==> config.mk <==
export PLATFORM = sky130hd
export DESIGN_NAME = sha256_stream_hasher
export DESIGN_NICKNAME = d
export VERILOG_FILES = /design/src/rtl/sha_pkg.sv /design/src/rtl/sha_core.sv /design/src/rtl/sha256_stream_hasher.sv
export SDC_FILE = /design/constraint.sdc
export NUM_CORES = 2
export LEC_CHECK = 0
export BUFFER_PORTS_ARGS = -buffer_cell sky130_fd_sc_hd__buf_4
export CORE_UTILIZATION = 60
export DETAILED_ROUTE_END_ITERATION = 10
export PLACE_DENSITY = 0.81
export SETUP_SLACK_MARGIN = 0.3
export SLEW_MARGIN = 25
export SYNTH_ARGS = -nofsm -noshare
export SYNTH_HDL_FRONTEND = slang
export SYNTH_HIERARCHICAL = 1
export SYNTH_SLANG_ARGS = --single-unit
==> constraint.sdc <==
create_clock -name clk -period 26.5 [get_ports clk]
set_clock_uncertainty 0.1 [all_clocks]
set_input_delay 2.65 -clock clk [delete_from_list [all_inputs] [get_ports clk]]
set_output_delay 2.65 -clock clk [all_outputs]
set_load 0.05 [all_outputs]
==> src/rtl/sha_pkg.sv <==
`timescale 1ns / 1ps
`default_nettype none
// ----------------------------------------------------------------------------
// SHA-256 stream hasher package
// Shared types, opcodes, state encoding, initial hash values and round constants.
// ----------------------------------------------------------------------------
package sha_pkg;

    localparam logic [1:0] OP_ABSORB     = 2'd0;
    localparam logic [1:0] OP_ABSORB_FIN = 2'd1;
    localparam logic [1:0] OP_FINISH     = 2'd2;
    localparam logic [1:0] OP_UNUSED     = 2'd3;

    typedef struct packed {
        logic [1:0] opcode;
        logic [7:0] data_byte;
    } in_beat_t;

    typedef struct packed {
        logic [31:0] digest_word;
        logic [2:0]  word_index;
        logic        last_word;
    } out_beat_t;

    typedef enum logic [3:0] {
        ST_IDLE,
        ST_PAD,
        ST_LEN,
        ST_LOAD,
        ST_ROUND,
        ST_ADD,
        ST_OUT
    } state_t;

    // Phases of the compression core.
    typedef enum logic [1:0] {
        PH_IDLE,
        PH_LOAD,
        PH_ROUND,
        PH_ADD
    } phase_t;

    function automatic logic [31:0] initial_hash(input logic [2:0] i);
        logic [31:0] r;
        begin
            unique case (i)
                3'd0: r = 32'h6a09e667;
                3'd1: r = 32'hbb67ae85;
                3'd2: r = 32'h3c6ef372;
                3'd3: r = 32'ha54ff53a;
                3'd4: r = 32'h510e527f;
                3'd5: r = 32'h9b05688c;
                3'd6: r = 32'h1f83d9ab;
                default: r = 32'h5be0cd19;
            endcase
            return r;
        end
    endfunction

    localparam logic [31:0] ROUND_K [64] = '{
        32'h428a2f98, 32'h71374491, 32'hb5c0fbcf, 32'he9b5dba5,
        32'h3956c25b, 32'h59f111f1, 32'h923f82a4, 32'hab1c5ed5,
        32'hd807aa98, 32'h12835b01, 32'h243185be, 32'h550c7dc3,
        32'h72be5d74, 32'h80deb1fe, 32'h9bdc06a7, 32'hc19bf174,
        32'he49b69c1, 32'hefbe4786, 32'h0fc19dc6, 32'h240ca1cc,
        32'h2de92c6f, 32'h4a7484aa, 32'h5cb0a9dc, 32'h76f988da,
        32'h983e5152, 32'ha831c66d, 32'hb00327c8, 32'hbf597fc7,
        32'hc6e00bf3, 32'hd5a79147, 32'h06ca6351, 32'h14292967,
        32'h27b70a85, 32'h2e1b2138, 32'h4d2c6dfc, 32'h53380d13,
        32'h650a7354, 32'h766a0abb, 32'h81c2c92e, 32'h92722c85,
        32'ha2bfe8a1, 32'ha81a664b, 32'hc24b8b70, 32'hc76c51a3,
        32'hd192e819, 32'hd6990624, 32'hf40e3585, 32'h106aa070,
        32'h19a4c116, 32'h1e376c08, 32'h2748774c, 32'h34b0bcb5,
        32'h391c0cb3, 32'h4ed8aa4a, 32'h5b9cca4f, 32'h682e6ff3,
        32'h748f82ee, 32'h78a5636f, 32'h84c87814, 32'h8cc70208,
        32'h90befffa, 32'ha4506ceb, 32'hbef9a3f7, 32'hc67178f2
    };

    localparam logic [7:0] PAD_BYTE = 8'h80;
    localparam logic [5:0] LEN_POS  = 6'd56;

endpackage
`default_nettype wire

==> src/rtl/sha_core.sv <==
`timescale 1ns / 1ps
`default_nettype none
// ----------------------------------------------------------------------------
// SHA-256 compression core
// Holds the 64-byte block buffer as a memory and the hash words, and runs one
// round per cycle with a sixteen-word message schedule window.
// ----------------------------------------------------------------------------
module sha_core (
    input  wire logic              clk,
    input  wire logic              rst_n,
    input  wire logic              buf_we,
    input  wire logic [5:0]        buf_addr,
    input  wire logic [7:0]        buf_data,
    input  wire logic              start,
    input  wire logic              restart,
    input  wire logic [2:0]        hash_sel,
    output logic [31:0]            hash_word,
    output logic                   busy
);
    import sha_pkg::*;

    logic [7:0]  buf_mem [64];
    logic [7:0]  rd_data_reg;
    logic [5:0]  rd_addr;
    logic [31:0] hash_reg [8];
    logic [31:0] v_reg [8];
    logic [31:0] w_reg [16];
    logic [31:0] wbuild_reg;
    logic [6:0]  cnt_reg;
    phase_t      phase_reg, phase_next;
    logic [31:0] w_cur, w_new, t1, t2, big0, big1, s0, s1, ch, mj;
    logic [5:0]  rnd;

    // Buffer memory with a registered read port.
    always_ff @(posedge clk)
    begin
        if (buf_we)
        begin
            buf_mem[buf_addr] <= buf_data;
        end
        rd_data_reg <= buf_mem[rd_addr];
    end

    // Busy comes from the phase register only, so it never depends on start.
    assign rd_addr = cnt_reg[5:0];
    assign busy = (phase_reg != PH_IDLE);
    assign hash_word = hash_reg[hash_sel];

    // Loading stage reads one byte per cycle; round t uses the schedule.
    assign rnd = cnt_reg[5:0];
    always_comb
    begin
        s0 = {w_reg[1][6:0], w_reg[1][31:7]} ^ {w_reg[1][17:0], w_reg[1][31:18]}
             ^ (w_reg[1] >> 3);
        s1 = {w_reg[14][16:0], w_reg[14][31:17]} ^ {w_reg[14][18:0], w_reg[14][31:19]}
             ^ (w_reg[14] >> 10);
        w_new = w_reg[0] + s0 + w_reg[9] + s1;
        w_cur = w_reg[0];
        big1 = {v_reg[4][5:0], v_reg[4][31:6]} ^ {v_reg[4][10:0], v_reg[4][31:11]}
               ^ {v_reg[4][24:0], v_reg[4][31:25]};
        ch = (v_reg[4] & v_reg[5]) ^ (~v_reg[4] & v_reg[6]);
        t1 = v_reg[7] + big1 + ch + ROUND_K[rnd] + w_cur;
        big0 = {v_reg[0][1:0], v_reg[0][31:2]} ^ {v_reg[0][12:0], v_reg[0][31:13]}
               ^ {v_reg[0][21:0], v_reg[0][31:22]};
        mj = (v_reg[0] & v_reg[1]) ^ (v_reg[0] & v_reg[2]) ^ (v_reg[1] & v_reg[2]);
        t2 = big0 + mj;
    end

    // Next phase: load, rounds, final addition, back to idle.
    always_comb
    begin
        phase_next = phase_reg;
        unique case (phase_reg)
            PH_IDLE:
            begin
                if (start)
                begin
                    phase_next = PH_LOAD;
                end
            end
            PH_LOAD:
            begin
                if (cnt_reg == 7'd64)
                begin
                    phase_next = PH_ROUND;
                end
            end
            PH_ROUND:
            begin
                if (cnt_reg == 7'd63)
                begin
                    phase_next = PH_ADD;
                end
            end
            PH_ADD:
            begin
                phase_next = PH_IDLE;
            end
        endcase
    end

    // Sequencing of load, rounds and final addition.
    always_ff @(posedge clk or negedge rst_n)
    begin
        if (!rst_n)
        begin
            phase_reg <= PH_IDLE;
            cnt_reg   <= '0;
            for (int i = 0; i < 8; i++)
            begin
                hash_reg[i] <= initial_hash(3'(i));
            end
        end
        else
        begin
            phase_reg <= phase_next;
            unique case (phase_reg)
                PH_IDLE:
                begin
                    cnt_reg <= '0;
                    if (restart)
                    begin
                        for (int i = 0; i < 8; i++)
                        begin
                            hash_reg[i] <= initial_hash(3'(i));
                        end
                    end
                    if (start)
                    begin
                        cnt_reg <= 7'd1;
                    end
                end
                PH_LOAD:
                begin
                    // Byte read at cnt-1 arrives now; pack into words.
                    if (cnt_reg[1:0] == 2'd0)
                    begin
                        for (int i = 0; i < 15; i++)
                        begin
                            w_reg[i] <= w_reg[i + 1];
                        end
                        w_reg[15] <= {wbuild_reg[23:0], rd_data_reg};
                    end
                    wbuild_reg <= {wbuild_reg[23:0], rd_data_reg};
                    if (cnt_reg == 7'd64)
                    begin
                        cnt_reg <= '0;
                        for (int i = 0; i < 8; i++)
                        begin
                            v_reg[i] <= hash_reg[i];
                        end
                    end
                    else
                    begin
                        cnt_reg <= cnt_reg + 7'd1;
                    end
                end
                PH_ROUND:
                begin
                    v_reg[7] <= v_reg[6];
                    v_reg[6] <= v_reg[5];
                    v_reg[5] <= v_reg[4];
                    v_reg[4] <= v_reg[3] + t1;
                    v_reg[3] <= v_reg[2];
                    v_reg[2] <= v_reg[1];
                    v_reg[1] <= v_reg[0];
                    v_reg[0] <= t1 + t2;
                    for (int i = 0; i < 15; i++)
                    begin
                        w_reg[i] <= w_reg[i + 1];
                    end
                    w_reg[15] <= w_new;
                    cnt_reg <= cnt_reg + 7'd1;
                end
                PH_ADD:
                begin
                    for (int i = 0; i < 8; i++)
                    begin
                        hash_reg[i] <= hash_reg[i] + v_reg[i];
                    end
                end
            endcase
        end
    end
endmodule
`default_nettype wire

==> src/rtl/sha256_stream_hasher.sv <==
`timescale 1ns / 1ps
`default_nettype none
// ----------------------------------------------------------------------------
// SHA-256 stream hasher
// Absorbs one byte per beat, pads on finish and emits the eight digest words.
// ----------------------------------------------------------------------------
// Absorb: an absorb beat writes the buffer; a beat that fills the block starts
// a compression in the core (64 buffer reads, 64 rounds and one addition).
// Finish: padding writes one byte a cycle, then one or two compressions,
// then eight output beats. Input is not taken while the core is busy.
// Reset: hash words take the initial values, counts clear; buffer is not
// cleared.
module sha256_stream_hasher (
    input  wire logic                clk,
    input  wire logic                rst_n,
    input  wire logic                in_valid,
    output logic                     in_ready,
    input  wire sha_pkg::in_beat_t   in_data,
    output logic                     out_valid,
    input  wire logic                out_ready,
    output sha_pkg::out_beat_t       out_data
);
    import sha_pkg::*;

    state_t      state_reg, state_next;
    logic [5:0]  fill_reg, fill_next;
    logic [63:0] bits_reg, bits_next;
    logic [63:0] len_reg, len_next;
    logic [2:0]  idx_reg, idx_next;
    logic        fin_reg, fin_next;
    logic        buf_we, start, restart, busy;
    logic [5:0]  buf_addr;
    logic [7:0]  buf_data;
    logic [31:0] hash_word;
    logic [2:0]  len_byte;
    logic        accept;

    sha_core u_core (
        .clk(clk), .rst_n(rst_n), .buf_we(buf_we), .buf_addr(buf_addr),
        .buf_data(buf_data), .start(start), .restart(restart),
        .hash_sel(idx_reg), .hash_word(hash_word), .busy(busy)
    );

    always_ff @(posedge clk or negedge rst_n)
    begin
        if (!rst_n)
        begin
            state_reg <= ST_IDLE;
            fill_reg  <= '0;
            bits_reg  <= '0;
            len_reg   <= '0;
            idx_reg   <= '0;
            fin_reg   <= 1'b0;
        end
        else
        begin
            state_reg <= state_next;
            fill_reg  <= fill_next;
            bits_reg  <= bits_next;
            len_reg   <= len_next;
            idx_reg   <= idx_next;
            fin_reg   <= fin_next;
        end
    end

    assign accept = in_valid && in_ready;
    assign len_byte = 3'(fill_reg - LEN_POS);
    assign out_data.digest_word = hash_word;
    assign out_data.word_index  = idx_reg;
    assign out_data.last_word   = (idx_reg == 3'd7);

    // Sequencer: absorb, padding, waiting on the core and digest output.
    always_comb
    begin
        state_next = state_reg;
        fill_next  = fill_reg;
        bits_next  = bits_reg;
        len_next   = len_reg;
        idx_next   = idx_reg;
        fin_next   = fin_reg;
        in_ready   = 1'b0;
        out_valid  = 1'b0;
        buf_we     = 1'b0;
        buf_addr   = fill_reg;
        buf_data   = in_data.data_byte;
        start      = 1'b0;
        restart    = 1'b0;
        unique case (state_reg)
            ST_IDLE:
            begin
                in_ready = !busy;
                if (accept && in_data.opcode != OP_UNUSED)
                begin
                    if (in_data.opcode != OP_FINISH)
                    begin
                        buf_we    = 1'b1;
                        fill_next = fill_reg + 6'd1;
                        bits_next = bits_reg + 64'd8;
                        start     = (fill_reg == 6'd63);
                    end
                    if (in_data.opcode != OP_ABSORB)
                    begin
                        len_next   = (in_data.opcode == OP_FINISH) ? bits_reg
                                     : bits_reg + 64'd8;
                        fin_next   = 1'b1;
                        state_next = (fill_reg == 6'd63 && in_data.opcode == OP_ABSORB_FIN)
                                     ? ST_LOAD : ST_PAD;
                    end
                end
            end
            ST_LOAD:
            begin
                // Wait for a block compression before writing more padding.
                if (!busy)
                begin
                    state_next = ST_PAD;
                end
            end
            ST_PAD:
            begin
                if (!busy)
                begin
                    buf_we    = 1'b1;
                    buf_data  = fin_reg ? PAD_BYTE : 8'h00;
                    fin_next  = 1'b0;
                    fill_next = fill_reg + 6'd1;
                    if (fill_reg == 6'd63)
                    begin
                        start      = 1'b1;
                        state_next = ST_ROUND;
                    end
                    else if (fill_reg + 6'd1 == LEN_POS)
                    begin
                        state_next = ST_LEN;
                    end
                end
            end
            ST_ROUND:
            begin
                if (!busy)
                begin
                    state_next = (fill_reg == LEN_POS) ? ST_LEN : ST_PAD;
                end
            end
            ST_LEN:
            begin
                buf_we    = 1'b1;
                buf_data  = len_reg[63 - 8 * len_byte -: 8];
                fill_next = fill_reg + 6'd1;
                if (fill_reg == 6'd63)
                begin
                    start      = 1'b1;
                    state_next = ST_ADD;
                end
            end
            ST_ADD:
            begin
                if (!busy)
                begin
                    state_next = ST_OUT;
                    idx_next   = '0;
                end
            end
            default:
            begin
                out_valid = 1'b1;
                if (out_ready)
                begin
                    idx_next = idx_reg + 3'd1;
                    if (idx_reg == 3'd7)
                    begin
                        restart    = 1'b1;
                        fill_next  = '0;
                        bits_next  = '0;
                        state_next = ST_IDLE;
                    end
                end
            end
        endcase
    end
endmodule
`default_nettype wire

==> results.tsv <==
stage	metric	value	unit
final_layout	layout cell share with drive strength beyond 1	13.8	%
synth	Cell Area, Synth	95000	um^2
clocking	CTS Hold Bufs	0	
place	Placer Congestion	0.991	
clocking	CTS clock-pin slew for the worst setup and hold paths	0.06	ns
clocking	Clock Tree Root	clkbuf_16	
global_route	global route overflow	0	
synth	Synth Register Bits	1712	
timing	max-slew violations	0	
synth	synthesized instance count	7841	
global_route	vias in the first global route	64100	
min_path	Hold Path Class	flip-flop to flip-flop	
critical_path	worst-path fanout max	56	
clocking	CTS Buf Count	173	
floorplan	Die W	400	um
pwr	Worst VDD drop	0.104	mV
flow_run	reported max-cap violation count	0	
drt	Residual DRC	0	
place	Port Buffers	51	
synth	Synth Flop Type	edfxtp_1	
drt	drt pass-1 iters	6	
drt	Post-DRT Antenna Nets	0	
synth	Post-synth EDFFs	1304	
place	post-DP HPWL	188000	um
timing	RSZ-0062 raised after global routing	false	
status	status	finished clean	
drt	via count	65900	
timing	clock period minus worst slack	10.17	ns
clocking	Skew-Pair Late Insertion Delay	0.86	ns
clocking	CTS H-tree lvls	4	
final_layout	Post-Layout Cell Count	9965	
floorplan	DIE AREA	160000	um^2
global_route	largest net degree at the start of global routing	152	
final_layout	Area growth syn-to-layout	8.54	%
critical_path	Max stage delay cell, worst path	dfrtp_4	
synth	sequential share of the synthesized area	52.1	%
final_layout	Final nets	8376	
global_route	number of antenna violations at the first check in global routing	2	
synth	warnings from Yosys	6	
timing	Final Hold Viols	0	
clocking	CTS-repair resized insts	0	
timing	fmax	98.3	MHz
synth	post-synth cell types	109	
timing	period utilization	38.4	%
floorplan	Site Rows	145	
timing	Final setup violation count	0	
global_route	global-route wire length before repair	409000	um
pwr	P_leak	0.0401	uW
floorplan	Initial Util	60.6	%
drt	WL final	273000	um
clocking	Clock Path Buffers	3	
clocking	setup bufs post-CTS	0	
timing	TNS Setup	0	ns
pwr	Tot Pwr	5410	uW
critical_path	Setup crit end kind	flip-flop	
place	placed cells	9640	
critical_path	crit path kind	flip-flop to flip-flop	
critical_path	WP data required	27.10	ns
critical_path	Critical Path AT	10.77	ns
floorplan	chip height	400	um
timing	Worst-Margin Slew	1.23	ns
clocking	# clock sinks	1712	
pwr	Pwr Density	52.5	nW/um^2
global_route	GRT Util Overall	34.4	%
drt	initial DRC count	8037	
clocking	CTS tree	yes	
critical_path	CP max stage delay	1.06	ns
floorplan	IO Pins	52	
synth	Mapped Nets	8460	
synth	asr flop ratio synth	23.4	%
drt	DR WL/cell	27.4	um
timing	relative slew slack	16.8	%
critical_path	Critical Path Source Type	flip-flop	
synth	Avg Inst Size Synth	12.1	um^2
floorplan	Core Area	157000	um^2
drt	Vias/cell	6.61	
-- cells in the final DEF, fill, tap and decap left out, types with 23 or more instances in the layout --
master	synthesis	final
a21oi_1	496	496
clkbuf_1	333	49
dfrtp_1	264	256
o21ai_0	469	460
clkinv_2	0	27
o21ai_1	37	37
a211oi_1	54	54
buf_4	1	126
a31oi_1	88	88
nand4_1	73	73
clkbuf_16	0	173
xor2_1	296	296
o21bai_1	43	43
o31ai_1	39	39
o211ai_1	50	50
mux2_2	261	260
mux2i_1	68	67
o21a_1	57	56
nor3_1	85	85
or3_1	36	36
nand3_1	119	117
nand2_1	524	522
fa_1	196	196
nand2b_1	45	45
nor2_1	494	493
ha_1	409	409
o22ai_1	23	23
inv_1	521	521
and3_1	42	42
edfxtp_1	1304	1304
nor2b_1	44	44
o311ai_0	27	26
dfstp_2	136	136
xnor2_1	320	320
mux4_2	218	218
nor4_1	32	32
o22a_1	26	26
a21o_1	206	206
-- cell usage after synthesis, types with 16 or more instances --
| cell type | instances | area share (%) |
|---|---|---|
| a31oi_1 | 88 | 0.58 |
| o311ai_0 | 27 | 0.25 |
| or3_1 | 36 | 0.24 |
| mux2_2 | 261 | 3.1 |
| and3_1 | 42 | 0.28 |
| nand2b_1 | 45 | 0.30 |
| mux4_2 | 218 | 5.2 |
| dfrtp_1 | 264 | 7.0 |
| o21ai_1 | 37 | 0.19 |
| xor2_1 | 296 | 2.7 |
| clkbuf_1 | 333 | 1.3 |
| o221ai_1 | 17 | 0.16 |
| nor4_1 | 32 | 0.21 |
| xnor2_1 | 320 | 3.0 |
| o21bai_1 | 43 | 0.34 |
| a211o_1 | 16 | 0.15 |
| o31ai_1 | 39 | 0.31 |
| buf_1 | 40 | 0.16 |
| o22a_1 | 26 | 0.24 |
| o21ai_0 | 469 | 2.5 |
| nor2_1 | 494 | 2.0 |
| a211oi_1 | 54 | 0.43 |
| nand4_1 | 73 | 0.48 |
| ha_1 | 409 | 5.4 |
| o21a_1 | 57 | 0.45 |
| nor2b_1 | 44 | 0.29 |
| or4_1 | 22 | 0.17 |
| and2_1 | 17 | 0.11 |
| o211ai_1 | 50 | 0.40 |
| a21oi_1 | 496 | 2.6 |
| edfxtp_1 | 1304 | 41 |
| o22ai_1 | 23 | 0.15 |
| dfstp_2 | 136 | 3.8 |
| a21o_1 | 206 | 1.6 |
| nand3_1 | 119 | 0.63 |
| a22o_1 | 16 | 0.15 |
| mux2i_1 | 68 | 0.72 |
| nand2_1 | 524 | 2.1 |
| o41ai_1 | 21 | 0.19 |
| inv_1 | 521 | 2.1 |
| fa_1 | 196 | 4.1 |
| nor3_1 | 85 | 0.45 |
-- layout make-up --
type                       instances  area, um^2
fill                           11400       53700
sequential                      1712       49500
multi-input combinational       5212       42200
clock buffer                     234        4680
tap                             2058        2570
inverter                         526        1970
clock inverter                    90        1110
timing repair buffer             132        1040
antenna                            1        2.50
-- per-stage QoR --
| stage | hold WS, ns | worst slack, ns | cell area (um^2) | utilization (%) |
|---|---|---|---|---|
| 3_5_place_dp | 0.305 | 16.39 | 97300 | 62.1 |
| 3_3_place_gp | 0.300 | 16.58 | 97300 | 62.1 |
| 5_1_grt | 0.303 | 15.59 | 103000 | 65.8 |
| 4_1_cts | 0.294 | 16.38 | 103000 | 65.8 |
| 6_report | 0.290 | 16.33 | 103000 | 65.8 |
| 2_1_floorplan | 0.300 | 4.64 | 95000 | - |
-- layer usage --
layer | GRT usage, % | vias up | share of wire, %
met2 | 53.7 | 3714 | 46
met3 | 6.74 | 696 | 9.7
li1 | - | 28700 | -
met1 | 46.8 | 32800 | 39
met5 | 0 | - | 0.0048
met4 | 15.8 | 2 | 5.2
-- cells by family (layout without fill, tap and decap cells) --
family                   Yosys count  count (layout)  share of synthesized area, %
AO/OA/AOI/OAI                   1844            1844                          12.3
multiplexers                     547             547                          8.98
AND/OR/NAND/NOR                 1596            1596                          7.71
adder cells (fa/ha/maj)          608             608                          9.55
buffers and inverters            917             982                          3.66
XOR/XNOR                         617             617                          5.70
flip-flops                      1712            1712                          52.1
other                              0               1                             0
-- power by group --
group          switching, uW  leakage, uW  internal (uW)
Combinational           31.3       0.0199           4.00
Clock                   1110      0.00278           1390
Sequential              1.16       0.0174           2870
-- final timing paths --
path	to	slack [ns]	start	depth (start not counted)
setup reg to reg	u_core/v_reg[0][31]$_DFFE_PP_	16.33	u_core/cnt_reg[0]$_DFFE_PN0P_	35
setup / recovery	u_core/v_reg[0][31]$_DFFE_PP_	16.33	u_core/cnt_reg[0]$_DFFE_PN0P_	35
hold reg to reg	u_core/w_reg[14][19]$_DFFE_PP_	0.29	u_core/w_reg[15][19]$_DFFE_PP_	0
max in group asynchronous	u_core/hash_reg[84]$_DFFE_PN0P_	21.90	rst_n	4
hold / removal	u_core/w_reg[14][19]$_DFFE_PP_	0.29	u_core/w_reg[15][19]$_DFFE_PP_	0
min in group asynchronous	bits_reg[45]$_DFFE_PN0P_	1.63	rst_n	1
-- worst max-delay path, delay by kind of cell, from the launching register on --
family                   cells  cell delay (ns)
flip-flops                   1             1.06
AND/OR/NAND/NOR              8             1.58
XOR/XNOR                     2             0.47
adder cells (fa/ha/maj)      5             2.41
AO/OA/AOI/OAI               17             3.83
buffers and inverters        3             0.53
Note: power is estimated with default switching activity, not from simulation.
